===== config.mk =====
export PLATFORM = sky130hd
export DESIGN_NAME = extended_utf8_window_decoder
export DESIGN_NICKNAME = d
export VERILOG_FILES = /design/src/design/eu8wd_pkg.sv /design/src/design/extended_utf8_window_decoder.sv /design/src/design/eu8wd_lead_decode.sv
export SDC_FILE = /design/constraint.sdc
export NUM_CORES = 1
export LEC_CHECK = 0
export CORE_MARGIN = 5
export CORE_UTILIZATION = 40
export DETAILED_ROUTE_END_ITERATION = 12
export DONT_BUFFER_PORTS = 1
export HOLD_SLACK_MARGIN = 0.06
export PLACE_DENSITY_LB_ADDON = 0.05
export SYNTH_ARGS = -nofsm -noshare
export SYNTH_HDL_FRONTEND = slang
export SYNTH_SLANG_ARGS = --single-unit

===== constraint.sdc =====
create_clock -name clock -period 5 [get_ports clock]
set_input_delay 0.5 -clock clock [delete_from_list [all_inputs] [get_ports clock]]
set_output_delay 0.5 -clock clock [all_outputs]
set_load 0.02 [all_outputs]

===== src/design/eu8wd_pkg.sv =====
// Package with the shared types and constants of the extended UTF-8 window decoder.
`timescale 1ns / 1ps
package eu8wd_pkg;

   localparam int unsigned CP_W    = 31;
   localparam int unsigned LEN_W   = 3;
   localparam int unsigned ST_W    = 3;
   localparam int unsigned AVAIL_W = 3;
   localparam int unsigned IDX_W   = 2;

   localparam logic [ST_W-1:0] ST_OK      = 3'd0;
   localparam logic [ST_W-1:0] ST_SHORT   = 3'd1;
   localparam logic [ST_W-1:0] ST_BADBYTE = 3'd2;
   localparam logic [ST_W-1:0] ST_OOB     = 3'd3;
   localparam logic [ST_W-1:0] ST_BADCP   = 3'd4;

   localparam logic [IDX_W-1:0] REG_MAX_CP    = 2'd0;
   localparam logic [IDX_W-1:0] REG_TRAP_LOW  = 2'd1;
   localparam logic [IDX_W-1:0] REG_TRAP_HIGH = 2'd2;
   localparam logic [IDX_W-1:0] REG_SENTINEL  = 2'd3;

   localparam logic [CP_W-1:0] MAX_CP_RESET    = 31'h7FFF_FFFF;
   localparam logic [CP_W-1:0] TRAP_LOW_RESET  = 31'h7FFF_FFFE;
   localparam logic [CP_W-1:0] TRAP_HIGH_RESET = 31'h7FFF_FFFE;
   localparam logic [CP_W-1:0] SENTINEL_RESET  = 31'h7FFF_FFFF;

   localparam logic [CP_W-1:0] MIN_CP_2 = 31'h0000_0080;
   localparam logic [CP_W-1:0] MIN_CP_3 = 31'h0000_0800;
   localparam logic [CP_W-1:0] MIN_CP_4 = 31'h0001_0000;
   localparam logic [CP_W-1:0] MAX_CP_4 = 31'h0010_FFFF;
   localparam logic [CP_W-1:0] MIN_CP_5 = 31'h0011_0000;
   localparam logic [CP_W-1:0] MAX_CP_5 = 31'h03FF_FFFF;
   localparam logic [CP_W-1:0] MIN_CP_6 = 31'h0400_0000;

   typedef struct packed {
      logic [7:0]         byte_0;
      logic [7:0]         byte_1;
      logic [7:0]         byte_2;
      logic [7:0]         byte_3;
      logic [7:0]         byte_4;
      logic [7:0]         byte_5;
      logic [AVAIL_W-1:0] bytes_available;
   } eu8wd_req_type;

   typedef struct packed {
      logic [CP_W-1:0]  code_point;
      logic [LEN_W-1:0] bytes_consumed;
      logic [ST_W-1:0]  status;
   } eu8wd_rsp_type;

   // Lead byte decode result handed from the first stage to the rest of the pipe.
   typedef struct packed {
      logic             valid;
      logic             early_err;
      logic [ST_W-1:0]  early_status;
      logic [LEN_W-1:0] len;
      logic [7:0]       lead;
      logic [4:0][5:0]  cont;
   } eu8wd_s1_type;

endpackage


===== src/design/extended_utf8_window_decoder.sv =====
// Top level of the extended UTF-8 window decoder: four stage pipeline and control registers.
`timescale 1ns / 1ps
//
//  Channel   Ports                           Handshake
//  -------   -----------------------------   ---------------------------------------
//  request   start, busy, req_data           taken when start is high and busy is low
//  response  rsp_valid, rsp_data             one cycle strobe, cannot be held off
//  control   csr_we, csr_index, csr_wdata    written when csr_we is high
//
// Every transaction passes from start to rsp_valid through the four register stages
// (lead decode, code point assembly, range compares, status select). A new transaction is
// taken in every cycle, so busy stays low. Reset clears the valid bits of all stages and
// restores the control registers; the response side never stalls the pipe.
module extended_utf8_window_decoder (
   input  logic                         clock,
   input  logic                         reset,
   input  logic                         start,
   output logic                         busy,
   input  eu8wd_pkg::eu8wd_req_type     req_data,
   output logic                         rsp_valid,
   output eu8wd_pkg::eu8wd_rsp_type     rsp_data,
   input  logic                         csr_we,
   input  logic [eu8wd_pkg::IDX_W-1:0]  csr_index,
   input  logic [eu8wd_pkg::CP_W-1:0]   csr_wdata
);
   import eu8wd_pkg::*;

   typedef struct packed {
      logic             valid;
      logic             early_err;
      logic [ST_W-1:0]  early_status;
      logic [LEN_W-1:0] len;
      logic [CP_W-1:0]  cp;
   } eu8wd_s2_type;

   typedef struct packed {
      logic             valid;
      logic             early_err;
      logic [ST_W-1:0]  early_status;
      logic [LEN_W-1:0] len;
      logic [CP_W-1:0]  cp;
      logic             gt_max;
      logic             low_bad;
      logic             in_trap;
      logic             eq_sentinel;
   } eu8wd_s3_type;

   logic [CP_W-1:0] max_cp_ff;
   logic [CP_W-1:0] trap_low_ff;
   logic [CP_W-1:0] trap_high_ff;
   logic [CP_W-1:0] sentinel_ff;

   eu8wd_s1_type  s1;
   eu8wd_s2_type  s2_ff;
   eu8wd_s2_type  s2_in;
   eu8wd_s3_type  s3_ff;
   eu8wd_s3_type  s3_in;
   logic          out_valid_ff;
   eu8wd_rsp_type out_data_ff;
   eu8wd_rsp_type out_data_in;
   logic          is_six;

   assign busy = 1'b0;

   always_ff @(posedge clock) begin
      if (reset) begin
         max_cp_ff    <= MAX_CP_RESET;
         trap_low_ff  <= TRAP_LOW_RESET;
         trap_high_ff <= TRAP_HIGH_RESET;
         sentinel_ff  <= SENTINEL_RESET;
      end else if (csr_we) begin
         case (csr_index)
            REG_MAX_CP:    max_cp_ff    <= csr_wdata;
            REG_TRAP_LOW:  trap_low_ff  <= csr_wdata;
            REG_TRAP_HIGH: trap_high_ff <= csr_wdata;
            REG_SENTINEL:  sentinel_ff  <= csr_wdata;
            default: ;
         endcase
      end
   end

   eu8wd_lead_decode u_lead_decode (
      .clock     (clock),
      .reset     (reset),
      .in_valid  (start && !busy),
      .in_data   (req_data),
      .out_stage (s1)
   );

   always_comb begin
      s2_in.valid        = s1.valid;
      s2_in.early_err    = s1.early_err;
      s2_in.early_status = s1.early_status;
      s2_in.len          = s1.len;
      case (s1.len)
         3'd1: s2_in.cp = {24'd0, s1.lead[6:0]};
         3'd2: s2_in.cp = {20'd0, s1.lead[4:0], s1.cont[0]};
         3'd3: s2_in.cp = {15'd0, s1.lead[3:0], s1.cont[0], s1.cont[1]};
         3'd4: s2_in.cp = {10'd0, s1.lead[2:0], s1.cont[0], s1.cont[1], s1.cont[2]};
         3'd5: s2_in.cp = {5'd0, s1.lead[1:0], s1.cont[0], s1.cont[1], s1.cont[2],
                           s1.cont[3]};
         3'd6: s2_in.cp = {s1.lead[0], s1.cont[0], s1.cont[1], s1.cont[2], s1.cont[3],
                           s1.cont[4]};
         default: s2_in.cp = '0;
      endcase
   end

   always_ff @(posedge clock) begin
      if (reset) begin
         s2_ff <= '0;
      end else begin
         s2_ff <= s2_in;
      end
   end

   always_comb begin
      is_six             = (s2_ff.len == 3'd6);
      s3_in.valid        = s2_ff.valid;
      s3_in.early_err    = s2_ff.early_err;
      s3_in.early_status = s2_ff.early_status;
      s3_in.len          = s2_ff.len;
      s3_in.cp           = s2_ff.cp;
      s3_in.gt_max       = is_six && (s2_ff.cp > max_cp_ff);
      s3_in.in_trap      = is_six && (s2_ff.cp >= trap_low_ff) && (s2_ff.cp <= trap_high_ff);
      s3_in.eq_sentinel  = is_six && (s2_ff.cp == sentinel_ff);
      case (s2_ff.len)
         3'd2:    s3_in.low_bad = (s2_ff.cp < MIN_CP_2);
         3'd3:    s3_in.low_bad = (s2_ff.cp < MIN_CP_3);
         3'd4:    s3_in.low_bad = (s2_ff.cp < MIN_CP_4) || (s2_ff.cp > MAX_CP_4);
         3'd5:    s3_in.low_bad = (s2_ff.cp < MIN_CP_5) || (s2_ff.cp > MAX_CP_5);
         3'd6:    s3_in.low_bad = (s2_ff.cp < MIN_CP_6);
         default: s3_in.low_bad = 1'b0;
      endcase
   end

   always_ff @(posedge clock) begin
      if (reset) begin
         s3_ff <= '0;
      end else begin
         s3_ff <= s3_in;
      end
   end

   always_comb begin
      out_data_in.code_point     = '0;
      out_data_in.bytes_consumed = '0;
      if (s3_ff.early_err) begin
         out_data_in.status = s3_ff.early_status;
      end else if (s3_ff.gt_max) begin
         out_data_in.status = ST_OOB;
      end else if (s3_ff.low_bad) begin
         out_data_in.status = ST_BADBYTE;
      end else if (s3_ff.in_trap || s3_ff.eq_sentinel) begin
         out_data_in.status = ST_BADCP;
      end else begin
         out_data_in.status         = ST_OK;
         out_data_in.code_point     = s3_ff.cp;
         out_data_in.bytes_consumed = s3_ff.len;
      end
   end

   always_ff @(posedge clock) begin
      out_data_ff <= out_data_in;
      if (reset) begin
         out_valid_ff <= 1'b0;
      end else begin
         out_valid_ff <= s3_ff.valid;
      end
   end

   assign rsp_valid = out_valid_ff;
   assign rsp_data  = out_data_ff;

   a_latency: assert property (@(posedge clock) disable iff (reset)
      (start && !busy) |-> ##4 rsp_valid)
      else $error("Accepted transaction did not produce a response after four cycles.");

   a_len_matches_status: assert property (@(posedge clock) disable iff (reset)
      rsp_valid |-> ((rsp_data.status == ST_OK) == (rsp_data.bytes_consumed != 3'd0)))
      else $error("Response length does not agree with its status.");

   a_error_zero_cp: assert property (@(posedge clock) disable iff (reset)
      (rsp_valid && (rsp_data.status != ST_OK)) |-> (rsp_data.code_point == '0))
      else $error("Failed transaction returned a nonzero code point.");

   a_single_byte_range: assert property (@(posedge clock) disable iff (reset)
      (rsp_valid && (rsp_data.bytes_consumed == 3'd1)) |-> (rsp_data.code_point < MIN_CP_2))
      else $error("Single byte transaction returned a code point above seven bits.");

endmodule


===== src/design/eu8wd_lead_decode.sv =====
// First pipeline stage: lead byte decode, window length check and continuation byte check.
`timescale 1ns / 1ps
module eu8wd_lead_decode (
   input  logic                   clock,
   input  logic                   reset,
   input  logic                   in_valid,
   input  eu8wd_pkg::eu8wd_req_type in_data,
   output eu8wd_pkg::eu8wd_s1_type  out_stage
);
   import eu8wd_pkg::*;

   eu8wd_s1_type     stage_ff;
   eu8wd_s1_type     stage_in;
   logic [AVAIL_W-1:0] avail;
   logic [LEN_W-1:0] len;
   logic             lead_ok;
   logic [5:0][7:0]  bytes;
   logic             cont_bad;

   assign bytes = {in_data.byte_5, in_data.byte_4, in_data.byte_3,
                   in_data.byte_2, in_data.byte_1, in_data.byte_0};

   always_comb begin
      avail = (in_data.bytes_available == 3'd7) ? 3'd6 : in_data.bytes_available;
      lead_ok = 1'b1;
      if (in_data.byte_0[7] == 1'b0) begin
         len = 3'd1;
      end else if (in_data.byte_0[7:5] == 3'b110) begin
         len = 3'd2;
      end else if (in_data.byte_0[7:4] == 4'b1110) begin
         len = 3'd3;
      end else if (in_data.byte_0[7:3] == 5'b11110) begin
         len = 3'd4;
      end else if (in_data.byte_0[7:2] == 6'b111110) begin
         len = 3'd5;
      end else if (in_data.byte_0[7:1] == 7'b1111110) begin
         len = 3'd6;
      end else begin
         len = 3'd0;
         lead_ok = 1'b0;
      end
   end

   always_comb begin
      cont_bad = 1'b0;
      for (int i = 1; i < 6; i++) begin
         if ((LEN_W'(i) < len) && (bytes[i][7:6] != 2'b10)) begin
            cont_bad = 1'b1;
         end
      end
   end

   always_comb begin
      stage_in.valid        = in_valid;
      stage_in.len          = len;
      stage_in.lead         = in_data.byte_0;
      for (int i = 0; i < 5; i++) begin
         stage_in.cont[i] = bytes[i+1][5:0];
      end
      stage_in.early_err    = 1'b1;
      stage_in.early_status = ST_OK;
      if (avail == 3'd0) begin
         stage_in.early_status = ST_SHORT;
      end else if (!lead_ok) begin
         stage_in.early_status = ST_BADBYTE;
      end else if (avail < len) begin
         stage_in.early_status = ST_SHORT;
      end else if (cont_bad) begin
         stage_in.early_status = ST_BADBYTE;
      end else begin
         stage_in.early_err = 1'b0;
      end
   end

   always_ff @(posedge clock) begin
      if (reset) begin
         stage_ff <= '0;
      end else begin
         stage_ff <= stage_in;
      end
   end

   assign out_stage = stage_ff;

endmodule

==> flow_metrics.tcl <==
set metrics [dict create \
    io_buffers 0 \
    syn_inst 1433 \
    cts_tree "built" \
    worstPathRequired_ns 5.44 \
    post_drt_wl_per_cell_um 19.0 \
    period_needed_ns 2.24 \
    ant_nets 0 \
    track_usage_pct 19.9 \
    power_frac_clock_pct 46.9 \
    firstDrtPassIters 5 \
    startpoint_type "register" \
    setup_viol 0 \
    slew_headroom_pct 28.9 \
    yosysSeqAreaShare_pct 45.6 \
    synth.top_cells.by_count "286 x dfxtp_1, 234 x nand2_1, 97 x inv_1, 96 x nor2b_1, 95 x ha_1" \
    n_antenna_cell 0 \
    grt_first_pass_wirelength_um 55900 \
    drt_iter0_drc 648 \
    rsz0062_at_grt "no" \
    grt_antenna_before_repair 0 \
    ys_warn_count 0 \
    timing.setup.tns_ns 0 \
    grt_pass1_vias 9541 \
    initial_utilization_pct 40.7 \
    status "completed" \
    ctsResizeCount 0 \
    hold_path_startpoint "req_data[31]" \
    synth_most_common_cell "dfxtp_1" \
    ys.flop_type "dfxtp_1" \
    rrSetupSlack_ns 2.76 \
    min_period_over_period_pct 44.8 \
    hold_class "in2reg" \
    drv_slew 0 \
    synth-async-reset-ratio_pct 0 \
    worst_pin_slew_ns 1.06 \
    synth_edf_count 0 \
    fmax_mhz 446 \
    grt_overflow 0 \
    area_delta_synth_final_pct 15.9 \
    synthDominantCellAreaShare_pct 45.6 \
    r2r-end "s3_ff[3]" \
    intPower_mw 4.03 \
    post_drt_via_cell_ratio 5.13 \
    synth_area_um2 12600 \
    hold_buffers 58 \
    clk_latency_ns 0.56 \
    hold_depth 1 \
    numCtsBuffers 31 \
    pwr-share-comb_pct 7.2 \
    power.leakage_nw 7.02 \
    num-nets-final 1637 \
    die_w_um 187 \
    yosysTopAreaCell "dfxtp_1" \
    synthDistinctLibCells 63 \
    dpl.hpwl_um 24200 \
    fp-row-count 64 \
    cts.root.buffer_cell "clkbuf_16" \
    die_y_um 187 \
    p_switching_mw 1.24 \
    route.detailed.drc 0 \
    holdPathEnd "u_lead_decode.out_stage[10]" \
    switching_share_pct 23.5 \
    max-cap-violations 0 \
    clkSinkCount 286 \
    clkTransAtPathRegs_ns 0.07 \
    cp.arrival_ns 2.68 \
    whs_ns 0.0851 \
    ys_top_cells_by_area "dfxtp_1 46%, ha_1 9.5%, nand2_1 7.0%" \
    power_frac_seq_pct 45.9 \
    syn_nets 1616 \
    syn_area_per_cell_um2 8.76 \
    synth_seq_cells 286 \
    clock_path_buffers 3 \
    critPathMaxFanout 7 \
    htreeDepth 1 \
    crit_type "reg2reg" \
    vias 9626 \
    place_congestion 0.853 \
    drive_above_1_share_pct 5.68 \
    peakVddDrop_uv 320 \
    wirelength_um 35700 \
    io_pins 127 \
    reg2reg_depth 7 \
    cts_setup_buffers 0 \
    grt_max_degree 149 \
    skew_ns 0.0129 \
    finalHoldViolCount 0 \
    dieArea_um2 35000 \
    reg2reg_from "s2_ff[30]" \
    powerDensity_nw_per_um2 362 \
    critPathCaptureType "register" \
    core_area_um2 30800 \
]
==> final cells by class <==
cell class / count / area, µm²
Fill cell: 3012 / 16300
Clock buffer: 37 / 838
Clock inverter: 21 / 277
Timing Repair Buffer: 65 / 668
Inverter: 102 / 383
Sequential cell: 286 / 5730
Tap cell: 396 / 495
Multi-Input combinational cell: 968 / 6170
==> through the flow <==
| step | setup slack (ns) | cell area [µm²] | instances | utilization (%) | power (mW) |
|---|---|---|---|---|---|
| global placement | 2.81 | 12800 | 1759 | 41.6 | 2.76 |
| CTS | 2.76 | 14600 | 1875 | 47.2 | 5.33 |
| detailed placement | 2.77 | 12800 | 1759 | 41.6 | 2.76 |
| global route | 2.52 | 14600 | 1875 | 47.2 | 5.49 |
| floorplan | 3.01 | 12600 | 1433 | - | 2.70 |
| finish | 2.76 | 14600 | 1875 | 47.2 | 5.27 |
==> how the worst max path moves through the flow <==
stage               slack (ns)                     endpoint                   startpoint  cells after the start
finish                    2.76                     s3_ff[3]                    s2_ff[30]                      7
global route              2.52                    s2_ff[11]  u_lead_decode.out_stage[39]                      7
CTS                       2.76                     s3_ff[3]                    s2_ff[30]                      7
detailed placement        2.77                     s3_ff[3]                    s2_ff[30]                      7
global placement          2.81                    s2_ff[11]  u_lead_decode.out_stage[39]                      7
floorplan                 3.01  u_lead_decode.out_stage[41]                 req_data[50]                      9
==> registers in the layout, summed over array words and instances, names as in the netlist <==
| register | count |
|---|---|
| u_lead_decode.out_stage | 44 |
| s3_ff | 42 |
| s2_ff | 38 |
| rsp_data | 37 |
| max_cp_ff | 31 |
| sentinel_ff | 31 |
| trap_high_ff | 31 |
| trap_low_ff | 31 |
| rsp_valid | 1 |
==> cell families (layout without fill, tap and decap cells) <==
family	after synthesis	after routing	synth area share, %
AND/OR/NAND/NOR	642	642	26.4
flip-flops	286	286	45.6
AO/OA/AOI/OAI	191	191	10.1
buffers and inverters	179	225	5.54
adder cells (fa/ha/maj)	95	95	9.47
XOR/XNOR	31	31	2.16
multiplexers	8	8	0.678
other	1	1	0.0299
==> routing by layer <==
layer  track usage [%]  vias to the layer above  routed length, µm
li1                  -                     4882                  -
met2              32.7                      237              16100
met4              4.66                        0                939
met1              27.8                     4449              17000
met3              2.89                       58               1680
met5                 0                        -                  0
==> placed cells by master, fill, tap and decap left out, types with 29 or more instances in the layout <==
cell type	n
dfxtp_1	286
nand2_1	234
inv_1	97
nor2b_1	96
ha_1	95
nand3b_1	92
nor2_1	84
a21oi_1	63
dlygate4sd3_1	56
and3_1	40
a211o_1	33
clkbuf_16	31
xor2_1	29
==> power by group through the flow <==
| stage | clock [mW] | sequential [mW] | combinational [mW] |
|---|---|---|---|
| 6_report | 2.47 | 2.42 | 0.377 |
| 5_1_grt | 2.63 | 2.43 | 0.426 |
| 3_5_place_dp | 0 | 2.47 | 0.295 |
| 3_3_place_gp | 0 | 2.47 | 0.292 |
| 4_1_cts | 2.54 | 2.42 | 0.380 |
| 2_1_floorplan | 0 | 2.45 | 0.255 |
==> worst max-delay path, cell delays in order, from the launching register on <==
cell     delay, ns
dfxtp_1       0.39
ha_1          0.33
and4_1        0.26
nand2_1       0.07
nor3_1        0.33
nand4_1       0.25
o41ai_1       0.42
a31oi_1       0.07
Power figures use the tool's default switching activity.
